### config.mk
export PLATFORM = sky130hd
export DESIGN_NAME = websocket_frame_deframer_unit
export DESIGN_NICKNAME = d
export VERILOG_FILES = /design/src/rtl/core/wsd_pkg.sv /design/src/rtl/core/wsd_front.sv /design/src/rtl/core/wsd_fifo.sv /design/src/rtl/core/wsd_back.sv /design/src/rtl/core/websocket_frame_deframer_unit.sv
export SDC_FILE = /design/constraint.sdc
export NUM_CORES = 1
export LEC_CHECK = 0
export BUFFER_PORTS_ARGS = -buffer_cell sky130_fd_sc_hd__buf_2
export CAP_MARGIN = 25
export CORE_MARGIN = 3
export CORE_UTILIZATION = 60
export CTS_CLUSTER_DIAMETER = 50
export DETAILED_ROUTE_END_ITERATION = 12
export HOLD_SLACK_MARGIN = 0.12
export PLACE_DENSITY_LB_ADDON = 0.12
export SYNTH_ARGS = -nofsm -noshare
export SYNTH_HDL_FRONTEND = slang
export SYNTH_SLANG_ARGS = --single-unit
export TNS_END_PERCENT = 100
### constraint.sdc
create_clock -name clk -period 10.59 [get_ports clk]
set_clock_uncertainty 0.1 [all_clocks]
set_input_delay 0.5295 -clock clk [delete_from_list [all_inputs] [get_ports clk]]
set_output_delay 0.5295 -clock clk [all_outputs]
set_load 0.01 [all_outputs]
### src/rtl/core/wsd_pkg.sv
// shared types and constants of the websocket deframer
// no dependencies; imported by every module of the block
`default_nettype none

package wsd_pkg;

  localparam logic [7:0] FIN_BIT      = 8'h80;
  localparam logic [7:0] MASK_BIT     = 8'h80;
  localparam logic [7:0] OPCODE_MASK  = 8'h0F;
  localparam logic [7:0] LEN7_MASK    = 8'h7F;
  localparam logic [6:0] LEN7_EXT16   = 7'd126;
  localparam logic [6:0] LEN7_EXT64   = 7'd127;
  localparam logic [3:0] EXT16_BYTES  = 4'd2;
  localparam logic [3:0] EXT64_BYTES  = 4'd8;
  localparam logic [2:0] KEY_BYTES    = 3'd4;

  // one classified word between parser and output stage
  typedef struct packed {
    logic [7:0] data_byte;
    logic [7:0] key_byte;
    logic [3:0] frame_opcode;
    logic       final_flag;
    logic       has_data;
    logic       is_last;
    logic       rejected;
  } wsd_entry_t;

endpackage

`default_nettype wire

### src/rtl/core/wsd_front.sv
// header parser: takes received bytes and classifies them into entries
// depends on wsd_pkg
`default_nettype none

module wsd_front
  import wsd_pkg::*;
(
  input  wire logic       clk,
  input  wire logic       rst_n,
  input  wire logic       byte_valid_i,
  input  wire logic [7:0] byte_i,
  output logic            push_o,
  output wsd_entry_t      entry_o
);

  typedef enum logic [2:0] {
    PH_HDR0    = 3'd0,
    PH_HDR1    = 3'd1,
    PH_EXTLEN  = 3'd2,
    PH_KEY     = 3'd3,
    PH_PAYLOAD = 3'd4
  } phase_t;

  phase_t      phase_r, phase_nxt;
  logic [2:0]  fc_r, fc_nxt;
  logic        kind_r, kind_nxt;
  logic [63:0] rem_r, rem_nxt;
  logic [3:0]  opc_r, opc_nxt;
  logic        fin_r, fin_nxt;
  logic        men_r, men_nxt;
  logic [31:0] key_r, key_nxt;
  logic [1:0]  mp_r, mp_nxt;

  logic [6:0]  len7;
  logic [2:0]  fc_inc;
  logic [3:0]  fc_cnt;
  logic [63:0] rem_shift;
  logic [7:0]  key_sel;
  logic        rejected;

  assign len7      = 7'(byte_i & LEN7_MASK);
  assign fc_inc    = fc_r + 3'd1;
  assign fc_cnt    = (fc_inc == 3'd0) ? 4'd8 : {1'b0, fc_inc};
  assign rem_shift = {rem_r[55:0], byte_i};
  assign rejected  = !fin_r && (opc_r != 4'd0);

  always_comb begin
    unique case (mp_r)
      2'd0:    key_sel = key_r[31:24];
      2'd1:    key_sel = key_r[23:16];
      2'd2:    key_sel = key_r[15:8];
      default: key_sel = key_r[7:0];
    endcase
  end

  always_comb begin
    phase_nxt = phase_r;
    fc_nxt    = fc_r;
    kind_nxt  = kind_r;
    rem_nxt   = rem_r;
    opc_nxt   = opc_r;
    fin_nxt   = fin_r;
    men_nxt   = men_r;
    key_nxt   = key_r;
    mp_nxt    = mp_r;
    push_o    = 1'b0;
    // empty-frame marker unless overwritten by a payload byte
    entry_o.data_byte    = 8'd0;
    entry_o.key_byte     = 8'd0;
    entry_o.frame_opcode = opc_r;
    entry_o.final_flag   = fin_r;
    entry_o.has_data     = 1'b0;
    entry_o.is_last      = 1'b1;
    entry_o.rejected     = rejected;
    if (byte_valid_i) begin
      unique case (phase_r)
        PH_HDR1: begin
          men_nxt = (byte_i & MASK_BIT) != 8'd0;
          key_nxt = 32'd0;
          fc_nxt  = 3'd0;
          if (len7 == LEN7_EXT16 || len7 == LEN7_EXT64) begin
            kind_nxt  = (len7 == LEN7_EXT64);
            rem_nxt   = 64'd0;
            phase_nxt = PH_EXTLEN;
          end else begin
            rem_nxt = {57'd0, len7};
            mp_nxt  = 2'd0;
            if ((byte_i & MASK_BIT) != 8'd0) begin
              phase_nxt = PH_KEY;
            end else if (len7 == 7'd0) begin
              phase_nxt = PH_HDR0;
              push_o    = 1'b1;
            end else begin
              phase_nxt = PH_PAYLOAD;
            end
          end
        end
        PH_EXTLEN: begin
          rem_nxt = rem_shift;
          fc_nxt  = fc_inc;
          if (fc_cnt >= (kind_r ? EXT64_BYTES : EXT16_BYTES)) begin
            fc_nxt = 3'd0;
            mp_nxt = 2'd0;
            if (men_r) begin
              phase_nxt = PH_KEY;
            end else if (rem_shift == 64'd0) begin
              phase_nxt = PH_HDR0;
              push_o    = 1'b1;
            end else begin
              phase_nxt = PH_PAYLOAD;
            end
          end
        end
        PH_KEY: begin
          key_nxt = {key_r[23:0], byte_i};
          fc_nxt  = fc_inc;
          if (fc_inc >= KEY_BYTES) begin
            fc_nxt = 3'd0;
            mp_nxt = 2'd0;
            if (rem_r == 64'd0) begin
              phase_nxt = PH_HDR0;
              push_o    = 1'b1;
            end else begin
              phase_nxt = PH_PAYLOAD;
            end
          end
        end
        PH_PAYLOAD: begin
          mp_nxt  = mp_r + 2'd1;
          rem_nxt = rem_r - 64'd1;
          push_o  = 1'b1;
          entry_o.data_byte = byte_i;
          entry_o.key_byte  = men_r ? key_sel : 8'd0;
          entry_o.has_data  = 1'b1;
          entry_o.is_last   = (rem_r == 64'd1);
          if (rem_r == 64'd1) begin
            phase_nxt = PH_HDR0;
          end
        end
        default: begin
          // first header byte, also taken for any phase code with no meaning
          fin_nxt   = (byte_i & FIN_BIT) != 8'd0;
          opc_nxt   = 4'(byte_i & OPCODE_MASK);
          phase_nxt = PH_HDR1;
        end
      endcase
    end
  end

  always_ff @(posedge clk) begin
    if (!rst_n) begin
      phase_r <= PH_HDR0;
      fc_r    <= 3'd0;
      kind_r  <= 1'b0;
      rem_r   <= 64'd0;
      opc_r   <= 4'd0;
      fin_r   <= 1'b0;
      men_r   <= 1'b0;
      key_r   <= 32'd0;
      mp_r    <= 2'd0;
    end else begin
      phase_r <= phase_nxt;
      fc_r    <= fc_nxt;
      kind_r  <= kind_nxt;
      rem_r   <= rem_nxt;
      opc_r   <= opc_nxt;
      fin_r   <= fin_nxt;
      men_r   <= men_nxt;
      key_r   <= key_nxt;
      mp_r    <= mp_nxt;
    end
  end

endmodule

`default_nettype wire

### src/rtl/core/wsd_fifo.sv
// short entry queue between parser and output stage
// depends on wsd_pkg
`default_nettype none

module wsd_fifo
  import wsd_pkg::*;
#(
  parameter int DEPTH = 4
) (
  input  wire logic  clk,
  input  wire logic  rst_n,
  input  wire logic  push_i,
  input  wsd_entry_t entry_i,
  input  wire logic  pop_i,
  output wsd_entry_t entry_o,
  output logic       full_o,
  output logic       empty_o
);

  localparam int PTR_W = (DEPTH > 1) ? $clog2(DEPTH) : 1;
  localparam int CNT_W = $clog2(DEPTH + 1);

  wsd_entry_t       mem_r [DEPTH];
  logic [PTR_W-1:0] wr_ptr_r, wr_ptr_nxt;
  logic [PTR_W-1:0] rd_ptr_r, rd_ptr_nxt;
  logic [CNT_W-1:0] cnt_r, cnt_nxt;
  logic             do_push, do_pop;

  assign full_o  = (cnt_r == CNT_W'(DEPTH));
  assign empty_o = (cnt_r == '0);
  assign do_push = push_i && !full_o;
  assign do_pop  = pop_i && !empty_o;
  assign entry_o = mem_r[rd_ptr_r];

  always_comb begin
    wr_ptr_nxt = wr_ptr_r;
    rd_ptr_nxt = rd_ptr_r;
    cnt_nxt    = cnt_r;
    if (do_push) begin
      wr_ptr_nxt = (wr_ptr_r == PTR_W'(DEPTH - 1)) ? '0 : wr_ptr_r + PTR_W'(1);
    end
    if (do_pop) begin
      rd_ptr_nxt = (rd_ptr_r == PTR_W'(DEPTH - 1)) ? '0 : rd_ptr_r + PTR_W'(1);
    end
    if (do_push && !do_pop) begin
      cnt_nxt = cnt_r + CNT_W'(1);
    end else if (do_pop && !do_push) begin
      cnt_nxt = cnt_r - CNT_W'(1);
    end
  end

  always_ff @(posedge clk) begin
    if (do_push) begin
      mem_r[wr_ptr_r] <= entry_i;
    end
  end

  always_ff @(posedge clk) begin
    if (!rst_n) begin
      wr_ptr_r <= '0;
      rd_ptr_r <= '0;
      cnt_r    <= '0;
    end else begin
      wr_ptr_r <= wr_ptr_nxt;
      rd_ptr_r <= rd_ptr_nxt;
      cnt_r    <= cnt_nxt;
    end
  end

endmodule

`default_nettype wire

### src/rtl/core/wsd_back.sv
// output stage: unmasks queued entries into the result register
// depends on wsd_pkg
`default_nettype none

module wsd_back
  import wsd_pkg::*;
(
  input  wire logic  clk,
  input  wire logic  rst_n,
  input  wsd_entry_t entry_i,
  input  wire logic  q_empty_i,
  output logic       q_pop_o,
  input  wire logic  out_pop,
  output logic       out_empty,
  output wsd_entry_t out_o
);

  logic       valid_r, valid_nxt;
  wsd_entry_t res_r;
  wsd_entry_t unmasked;

  // refill when the register is free or its word leaves this cycle
  assign q_pop_o   = !q_empty_i && (!valid_r || out_pop);
  assign out_empty = !valid_r;
  assign out_o     = res_r;

  always_comb begin
    unmasked           = entry_i;
    unmasked.data_byte = entry_i.data_byte ^ entry_i.key_byte;
    unmasked.key_byte  = 8'd0;
  end

  always_comb begin
    valid_nxt = valid_r;
    if (q_pop_o) begin
      valid_nxt = 1'b1;
    end else if (out_pop) begin
      valid_nxt = 1'b0;
    end
  end

  always_ff @(posedge clk) begin
    if (q_pop_o) begin
      res_r <= unmasked;
    end
  end

  always_ff @(posedge clk) begin
    if (!rst_n) begin
      valid_r <= 1'b0;
    end else begin
      valid_r <= valid_nxt;
    end
  end

endmodule

`default_nettype wire

### src/rtl/core/websocket_frame_deframer_unit.sv
// websocket frame deframer, top level
// depends on wsd_pkg, wsd_front, wsd_fifo and wsd_back
//
// input: one received byte per word on in_rx_byte, taken when in_push is high
// and in_full low. output: one result word per payload byte (unmasked data,
// opcode, fin, has_data, is_last, rejected), or one marker word with has_data
// low for a zero-length frame; the oldest word sits on the out_ ports while
// out_empty is low and leaves when out_pop is high.
// header, extended length and key bytes give no word.
// throughput: one byte per cycle while in_full is low.
// a result is written into the queue at the edge that takes its byte and
// moves to the output register once that register is free or its word leaves.
// a stalled receiver fills the FIFO_DEPTH-entry queue and the result
// register; in_full then rises until a word is popped.
// reset (rst_n low, synchronous): parser waits for the first header byte,
// queue and result register are emptied.
`default_nettype none

module websocket_frame_deframer_unit
  import wsd_pkg::*;
#(
  parameter int FIFO_DEPTH = 4
) (
  input  wire logic       clk,
  input  wire logic       rst_n,
  input  wire logic       in_push,
  input  wire logic [7:0] in_rx_byte,
  output logic            in_full,
  input  wire logic       out_pop,
  output logic            out_empty,
  output logic [7:0]      out_data_byte,
  output logic [3:0]      out_frame_opcode,
  output logic            out_final_flag,
  output logic            out_has_data,
  output logic            out_is_last,
  output logic            out_rejected
);

  logic       accept;
  logic       fr_push;
  wsd_entry_t fr_entry;
  wsd_entry_t q_entry;
  logic       q_empty;
  logic       q_pop;
  wsd_entry_t res;

  // a byte is parsed only when the queue can take any word it makes
  assign accept = in_push && !in_full;

  wsd_front u_front (
    .clk          (clk),
    .rst_n        (rst_n),
    .byte_valid_i (accept),
    .byte_i       (in_rx_byte),
    .push_o       (fr_push),
    .entry_o      (fr_entry)
  );

  wsd_fifo #(
    .DEPTH (FIFO_DEPTH)
  ) u_fifo (
    .clk     (clk),
    .rst_n   (rst_n),
    .push_i  (fr_push),
    .entry_i (fr_entry),
    .pop_i   (q_pop),
    .entry_o (q_entry),
    .full_o  (in_full),
    .empty_o (q_empty)
  );

  // unmask and hold the word the receiver sees
  wsd_back u_back (
    .clk       (clk),
    .rst_n     (rst_n),
    .entry_i   (q_entry),
    .q_empty_i (q_empty),
    .q_pop_o   (q_pop),
    .out_pop   (out_pop),
    .out_empty (out_empty),
    .out_o     (res)
  );

  assign out_data_byte    = res.data_byte;
  assign out_frame_opcode = res.frame_opcode;
  assign out_final_flag   = res.final_flag;
  assign out_has_data     = res.has_data;
  assign out_is_last      = res.is_last;
  assign out_rejected     = res.rejected;

endmodule

`default_nettype wire
# Yosys cells after proc, flatten, opt, wreduce, memory -nomap -nowiden
# Memories as Yosys holds them, arrays and structs flattened. A register that Yosys moved wholly into a read port is not among the register bits.
# Index checks and enable logic that the tools add are counted.
totals:
  regBits: 135
  mem_bits_rw: 96
  input_bits: 12
  out_inout_bits: 18
  word_cells: 132
  mem_count: 1
op_classes:
  add_sub_neg: 7
  n_lt_le_gt_ge: 2
  eq_ne: 16
  n_mux: 48
  n_bitwise: 2
  n_reduce_logical: 37
mem_list:
  columns: ["memory", "words", "word_bits", "read_ports", "rd_clocked_by_memory_dff", "wr", "line", "text"]
  rows:
  - ["u_fifo.mem_r", 4, 24, 1, 1, 1, "wsd_fifo.sv:23", "wsd_entry_t mem_r [DEPTH];"]
op_table:
  columns: ["operator", "n"]
  rows:
  - ["$pmux 64 s3", 1]
  - ["$logic_not 64->1", 2]
  - ["$eq 64x1->1 const B", 1]
  - ["$pmux 32 s2", 1]
  - ["$sub 64x1->64 const B", 1]
  - ["$mux 3", 13]
  - ["$mux 16", 2]
  - ["$pmux 8 s3", 1]
  - ["$mux 2", 9]
  - ["$eq 7x7->1 const B", 2]
  - ["$mux 1", 13]
  - ["$pmux 3 s4", 1]
  - ["$reduce_and 2->1", 5]
  - ["$pmux 3 s3", 1]
  - ["$mux 4", 2]
  - ["$mux 8", 1]
  - ["$pmux 2 s4", 1]
  - ["$reduce_bool 4->1", 2]
  - ["$xor 8x8->8", 1]
  - ["$logic_and 1x1->1", 7]
  - ["$logic_not 7->1", 1]
  - ["$mux 7", 1]
  - ["$add 2x1->2 const B", 3]
  - ["$add 3x1->3 const B", 2]
  - ["22 further kinds", 38]

# Logic depth before layout (Yosys ltp)
# Gate-level depths: netlist (run 1).
depth:
  word_depth: 12
  mapped_depth: 16
  ltp_nobuf: 16

# Cells and area by module
# From an unflattened synthesis (run 1), not the netlist that was laid out.
hier_totals:
  cells_unflattened: 1074
  hier_area_um2: 11151.9
modules_own_cells:
  columns: ["mod", "n_inst", "cells_each", "area_each_um2", "seq_area_each_um2"]
  rows:
  - ["wsd_front", 1, 858, 6510.0, 2222.1]
  - ["wsd_fifo", 1, 177, 3966.3, 3062.9]
  - ["wsd_back", 1, 38, 661.9, 500.5]
  - ["websocket_frame_deframer_unit", 1, 1, 13.8, 0.0]

# Least setup slack after synthesis (run 1)
# OpenSTA, ideal clock, no wires.
synth_path:
  kind: "reg-to-reg"
  startpoint: "register u_front.rem_r[19]"
  endpoint: "register u_fifo.cnt_r[2]"
  setup_ns: 0.070
  arrival_time_ns: 3.293
  required_time_ns: 10.420
  setup_slack_ns: 7.126
  stages_incl_launch_ff: 13
  path_buffers: 0
  period_less_slack_ns: 3.464
  cell_sequence: "dfxtp_1 -> or4_1 -> or3_4 -> or3_1 -> nor3_2 -> a21oi_1 -> inv_2 -> ha_1 -> inv_1 -> fa_1 -> xor2_1 -> or3_1 -> a21oi_1"
synth_via:
  elab_chain_len: 10
  word_cells_on_any_way: 15
  classes_between: "mux: 8; reduce/logical: 7"
synth_lines:
  columns: ["element", "line", "text"]
  rows:
  - ["start: declaration", "wsd_front.sv:27", "logic [63:0] rem_r, rem_nxt;"]
  - ["start signal: assignment", "wsd_front.sv:165", "rem_r <= rem_nxt;"]
  - ["$logic_not 64->1", "wsd_front.sv:106", "end else if (rem_shift == 64'd0) begin"]
  - ["$mux 1", "wsd_front.sv:106", null]
  - ["$mux 1", "wsd_front.sv:104", "if (men_r) begin"]
  - ["$mux 1", "wsd_front.sv:101", "if (fc_cnt >= (kind_r ? EXT64_BYTES : EXT16_BYTES)) begin"]
  - ["$pmux 1 s4 *", "wsd_front.sv:76", "unique case (phase_r)"]
  - ["$mux 1 *", "wsd_front.sv:75", "if (byte_valid_i) begin"]
  - ["$logic_and 1x1->1 *", "wsd_fifo.sv:31", "assign do_push = push_i && !full_o;"]
  - ["via u_fifo.do_push", "wsd_fifo.sv:27", "logic do_push, do_pop;"]
  - ["$logic_not 1->1", "wsd_fifo.sv:47", "end else if (do_pop && !do_push) begin"]
  - ["$logic_and 1x1->1", "wsd_fifo.sv:47", null]
  - ["$reduce_bool 2->1 (no source line)", null, null]
  - ["end signal: assignment", "wsd_fifo.sv:66", "cnt_r <= cnt_nxt;"]
  - ["end: declaration", "wsd_fifo.sv:26", "logic [CNT_W-1:0] cnt_r, cnt_nxt;"]
# Mark *: on every way through the listed nets, which the timed path passes. The rest lies on a longest branch.
# A chain may end at the register's enable or synchronous reset.

# Worst setup path after layout (run 1)
# Same ends and word-level chain as after synthesis.

==> results.yml, run 1 <==
cts:
  cts.sinks: 233
  cts_tree: "built"
  ctsRootBufferMaster: "clkbuf_16"
  cts_setup_buffers: 0
  clkSlewWorstSetupHoldPaths_ns: 0.06
  cts_hold_buffers: 0
  numCtsBuffers: 26
  clk_latency_ns: 0.54
  htreeDepth: 1
  cts_resized: 0
  cts_buffer_depth: 3
synth:
  synth_area_um2: 11100
  synth_edf_count: 112
  synth_fp_nets: 1118
  syn_inst: 1088
  synthFlopType: "dfxtp_1"
  yosysWarnings: 0
  synth.ff_latch_count: 233
  avgSynthCellArea_um2: 10.2
  async_reset_ff_share_pct: 0
  ys_seq_area_share_pct: 52.2
  ys_types: 73
grt:
  met2_usage_pct: 42.1
  met3_usage_pct: 4.77
  grt_busiest_layer: "met2"
  grt_pass1_wl_um: 45100
  antenna_found_initial: 0
  grt_max_degree: 68
  gr-total-overflow: 0
  use_met1_pct: 40.2
  grt_pass1_vias: 8449
  grt_use_total_pct: 27.5
die:
  dieArea_um2: 20200
  io_pins: 30
  die_y_um: 142
  core-area_um2: 18100
  start_util_pct: 61.3
  rows: 49
  die_w_um: 142
sta:
  fmax_mhz: 268
  hold_viol: 0
  tns_ns: 0
  slew_headroom_pct: 26.3
  fin_crit_sh_pct: 35.3
  slew_violations: 0
  rsz0062_at_grt: "no"
  final-setup-viol-count: 0
  worstMarginPinSlew_ns: 1.10
  fin_crit_ns: 3.74
setup_path:
  worstPathArrival_ns: 4.10
  crit_path_start_kind: "register"
  path_class: "register to register"
  path_buf_inv: 2
  crit_fanout: 8
  crit_path_end_kind: "register"
  cp_slowest_stage_delay_ns: 0.60
  cpLargestDelayFamily: "simple AND/OR/NAND/NOR gates"
  crit_slowest_cell: "or4_1"
  cp_data_required_time_ns: 10.96
  path_cells: "or4_1 > or3_4 > or3_1 > nor3_2 > a21oi_1 > inv_2 > ha_1 > inv_1 > fa_1 > xor2_1 > or3_1 > a21oi_1"
layout:
  nFillCells: 1358
  layout.nets: 1119
  regArea_um2: 5790
  layout-drive-gt1-share_pct: 11.8
  areaGrowthSynthToFinish_pct: 11.8
  post-route-util_pct: 68.6
  multi_input_area_um2: 4970
  insertedDiodeCount: 0
drt:
  wire_per_inst_um: 20.9
  vias: 8849
  via_per_inst: 6.61
  drc: 0
  drt-initial-drc-count: 912
  routed_wl_um: 28000
  detail_route.first_pass.iterations: 6
  ant_nets: 0
status:
  outcome: "completed"
placement:
  place.port_buffers: 29
  post-dp-hpwl_um: 17700
  gp_congestion: 0.973
min_path:
  hp-class: "input port to register"
power_and_ir_drop:
  p_per_area_nw_per_um2: 227
  switching_power_mw: 0.912
  power.internal_mw: 1.91
  swShare_pct: 32.3
  ir_drop_mv: 0.157
  seq_power_share_pct: 38.3
  p_comb_share_pct: 25.7
  clkPwrFrac_pct: 36.0
  p_leak_nw: 4.49
job:
  maxCapViolations: 0
## tightest hold or removal path: cells and delay by family
family	cells	cell delay (ns)
AND/OR/NAND/NOR	1	0.06
buffers and inverters	2	0.13
AO/OA/AOI/OAI	1	0.05
## final timing paths
kind / startpoint / end / slack, ns / cells after the start
setup / recovery: u_front.rem_r[19] / u_fifo.cnt_r[2] / 6.85 / 12
hold / removal: out_pop / u_back.valid_r / 0.17 / 4
setup reg to reg: u_front.rem_r[19] / u_fifo.cnt_r[2] / 6.85 / 12
hold reg to reg: u_front.fc_r[1] / u_front.fc_r[1] / 0.37 / 2
## cells in the final DEF (no fill, tap or decap), drive strengths merged, types with 7 or more instances in the layout
cell    Yosys  final
o21ai      45     45
o22ai       8      8
nand2b      8      8
and2       13     13
nor4       16     16
a32oi      12     12
nand3      33     33
buf        13     46
a31oi      10     10
nor2      138    138
nand2      79     79
a22oi      47     47
or4         8      8
a21oi      56     56
dfxtp     121    121
mux4       16     16
xor2       41     41
or3        21     21
and3       24     24
bufinv      0      7
o311ai     12     12
clkbuf     60     27
edfxtp    112    112
clkinv      0      8
ha         17     17
mux2i      14     14
nand4      13     13
nor3       46     46
a221oi      7      7
a222oi      8      8
a32o        7      7
inv        17     20
## power groups by stage
stage / combinational, mW / clock (mW) / sequential (mW)
global placement: 0.690 / 0 / 1.10
floorplan: 0.495 / 0 / 1.09
detailed placement: 0.693 / 0 / 1.10
finish: 0.724 / 1.02 / 1.08
CTS: 0.699 / 1.02 / 1.08
global route: 0.785 / 1.06 / 1.09
## cells by family after synthesis
| logic type | count (synthesis) | synth area share, % |
|---|---|---|
| AO/OA/AOI/OAI | 255 | 15.9 |
| XOR/XNOR | 44 | 3.47 |
| adder cells (fa/ha/maj) | 18 | 2.10 |
| buffers and inverters | 90 | 3.17 |
| flip-flops | 233 | 52.2 |
| multiplexers | 30 | 4.51 |
| AND/OR/NAND/NOR | 418 | 18.6 |
## metal layers
layer,vias up,wire length (um)
met5,-,0
met4,0,738
met3,71,2390
met2,442,12600
met1,4209,12200
li1,4127,-
## per-stage QoR
step | hold slack, ns | cells | total power, mW | setup WS (ns) | cell area, um^2
3_5_place_dp | 0.360 | 1288 | 1.79 | 6.86 | 11400
6_report | 0.175 | 1338 | 2.82 | 6.85 | 12400
5_1_grt | 0.204 | 1338 | 2.93 | 6.51 | 12400
3_3_place_gp | 0.347 | 1286 | 1.79 | 6.86 | 11300
2_1_floorplan | 0.333 | 1088 | 1.59 | 7.13 | 11100
4_1_cts | 0.169 | 1336 | 2.80 | 6.83 | 12400
## final cells by class
cell class	count	area share, %
Timing Repair Buffer	46	2.54
Tap cell	229	2.31
Clock inverter	21	2.65
Inverter	17	0.515
Clock buffer	27	5.28
Sequential cell	233	46.7
Multi-Input combinational cell	765	40.1
## synthesized netlist by cell type (13+ instances only)
master / instances / share of area, %
a21oi_1: 56 / 2.5
clkbuf_1: 60 / 2.0
mux2i_1: 14 / 1.3
o21ai_0: 42 / 1.9
and3_1: 24 / 1.4
nand3_1: 32 / 1.4
a22oi_1: 47 / 3.2
ha_1: 17 / 1.9
nand2_1: 78 / 2.6
edfxtp_1: 112 / 30
dfxtp_1: 121 / 22
mux4_2: 16 / 3.2
nor2_1: 138 / 4.7
nor3_1: 43 / 1.9
or3_1: 19 / 1.1
nand4_1: 13 / 0.73
inv_1: 16 / 0.54
xor2_1: 41 / 3.2
nor4_1: 14 / 0.79
## registers in the layout, summed over array words and instances (netlist names), named ones only
signal,cells
u_back.valid_r,1
u_front.opc_r,4
u_front.key_r,32
u_fifo.rd_ptr_r,2
u_back.out_o,16
u_fifo.wr_ptr_r,2
u_fifo.mem_r,96
u_front.mp_r,2
u_front.kind_r,1
u_front.fin_r,1
u_fifo.cnt_r,3
u_front.men_r,1
u_front.phase_r,3
u_front.fc_r,3
u_front.rem_r,64
(Power assumes the default switching activity.)
==> run 2: changes to the inputs <==
==> constraint.sdc (replaced) <==
create_clock -name clk -period 3.5 [get_ports clk]
set_clock_uncertainty 0.1 [all_clocks]
set_input_delay 0.175 -clock clk [delete_from_list [all_inputs] [get_ports clk]]
set_output_delay 0.175 -clock clk [all_outputs]
set_load 0.01 [all_outputs]
==> run 2 against run 1 <==
Combinational power grew to 3.3 times the previous value. Sequential share of layout area down 1.1 points. Sequential cell count did not move. Maximum frequency rose by 11%. Largest cell class unchanged.
==> results.yml, run 2 (synthesis gave the netlist of run 1 again) <==
die:
  io_pins: 30
  start_util_pct: 61.3
  rows: 49
  die_w_um: 142
  core-area_um2: 18100
  dieArea_um2: 20200
  die_y_um: 142
min_path:
  hp-class: "input port to register"
  holdPathEnd: "u_front.rem_r[63]"
  hold_depth: 5
  worstHoldStart: "in_push"
power_and_ir_drop:
  ir_drop_mv: 0.433
  switching_power_mw: 2.76
  p_comb_share_pct: 28.4
  p_leak_nw: 4.68
  seq_power_share_pct: 38.9
  power.internal_mw: 5.61
  p_per_area_nw_per_um2: 659
  swShare_pct: 32.9
  clkPwrFrac_pct: 32.7
cts:
  cts_buffer_depth: 3
  ctsRootBufferMaster: "clkbuf_16"
  htreeDepth: 1
  cts_tree: "built"
  cts.sinks: 233
  numCtsBuffers: 26
  cts_setup_buffers: 0
  clk_latency_ns: 0.53
  clkSlewWorstSetupHoldPaths_ns: 0.06
sta:
  fin_crit_ns: 3.35
  worstMarginPinSlew_ns: 0.893
  rsz0062_at_grt: "no"
  final-setup-viol-count: 0
  slew_violations: 0
  hold_ws_ns: 0.227
  hold_viol: 0
  fin_crit_sh_pct: 95.7
  fmax_mhz: 298
  slew_headroom_pct: 40.4
  tns_ns: 0
placement:
  gp_congestion: 0.969
  place_inst: 1331
  dpl-instance-area_um2: 11700
  place.port_buffers: 29
  post-dp-hpwl_um: 18900
layout:
  layout.nets: 1170
  areaGrowthSynthToFinish_pct: 14.6
  stdcell_area_um2: 12700
  layout_common_cells: "nor2_1, dfxtp_1, edfxtp_1, nand2_1, buf_4"
  post-route-util_pct: 70.3
  layout-drive-gt1-share_pct: 15.2
  largest_reg_flops: 96
  layout_commonest_cell: "nor2_1"
  nFillCells: 1365
  top_regs: "u_fifo.mem_r (96), u_front.rem_r (64), u_front.key_r (32)"
  stdcell_count: 1389
  max_flop_register: "u_fifo.mem_r"
  insertedDiodeCount: 0
setup_path:
  cp_data_required_time_ns: 3.85
  crit_slowest_cell: "or4_1"
  crit_path_start_kind: "register"
  worstPathArrival_ns: 3.70
  cpLargestDelayFamily: "simple AND/OR/NAND/NOR gates"
  cpMostUsedCell: "or3_1"
  path_cells: "or4_1 > or3_1 > nor3_1 > a41o_1 > a21oi_2 > inv_2 > ha_1 > inv_1 > fa_1 > xor2_1 > or3_1 > a21oi_1"
  path_buf_inv: 2
  crit_fanout: 6
  r2r-end: "u_fifo.cnt_r[2]"
  r2r_slack_ns: 0.15
  path_class: "register to register"
  cp_slowest_stage_delay_ns: 0.59
  r2r_start: "u_front.rem_r[28]"
  crit_path_end_kind: "register"
  ff2ff_path_depth: 12
job:
  maxCapViolations: 0
drt:
  detail_route.first_pass.iterations: 6
  wire_per_inst_um: 20.9
  routed_wl_um: 29000
  ant_nets: 0
  drt-initial-drc-count: 945
  vias: 9149
  via_per_inst: 6.59
  drc: 0
status:
  outcome: "completed"
grt:
  grt_max_degree: 49
  gr-total-overflow: 0
  antenna_found_initial: 0
  grt_pass1_vias: 8763
  grt_pass1_wl_um: 46800
  grt_use_total_pct: 28.8
-- run 2: power groups by stage --
stage          Sequential [mW]  Combinational (mW)  Clock, mW
6_report                  3.25                2.37       2.74
5_1_grt                   3.28                2.55       2.87
4_1_cts                   3.25                2.29       2.77
3_5_place_dp              3.31                2.27          0
3_3_place_gp              3.30                2.24          0
2_1_floorplan             3.31                1.50          0
-- run 2: layer usage --
layer  wire length (um)  GRT usage, %
met1              12300          41.5
met2              13400          45.8
met3               2530          4.40
met4                767          8.48
met5                  0             0
-- run 2: per-stage QoR --
stage          power [mW]  worst slack (ns)
2_1_floorplan        4.80            0.0362
3_3_place_gp         5.54            0.0621
3_5_place_dp         5.58            0.0105
4_1_cts              8.31            0.0309
5_1_grt              8.70           0.00516
6_report             8.37             0.149
-- run 2: area by class of cell --
class	instances	area (um^2)	area share [%]
clock buffer	30	686	5.40
clock inverter	18	189	1.49
inverter	17	63.8	0.502
multi-input combinational	765	5000	39.4
sequential	233	5790	45.5
tap	229	287	2.25
timing repair buffer	97	693	5.45
-- run 2: what timing repair did --
| item | in CTS | in global routing |
|---|---|---|
| hold endpoints to repair | 54 | 0 |
| gates resized for setup | 1 | 8 |
| setup endpoints to repair | 1 | 1 |
| hold buffers | 10 | 0 |
| pin swaps | 0 | 1 |
-- run 2: how the worst max path moves through the flow --
| stage | end | from | depth (start not counted) | slack (ns) |
|---|---|---|---|---|
| 6_report | u_fifo.cnt_r[2] | u_front.rem_r[28] | 12 | 0.15 |
| 5_1_grt | u_fifo.cnt_r[2] | u_front.fc_r[1] | 16 | 0.005 |
| 4_1_cts | u_fifo.cnt_r[2] | u_front.rem_r[19] | 12 | 0.03 |
| 3_5_place_dp | u_fifo.cnt_r[2] | u_front.rem_r[19] | 12 | 0.01 |
| 3_3_place_gp | u_fifo.cnt_r[2] | u_front.rem_r[19] | 12 | 0.06 |
| 2_1_floorplan | u_fifo.cnt_r[2] | u_front.rem_r[19] | 12 | 0.04 |
-- run 2: worst min-delay path, cell delays in order --
cell and delay [ns]:
buf_2 0.10, nor2b_1 0.15, buf_4 0.17, nand4_1 0.06, o311ai_0 0.11
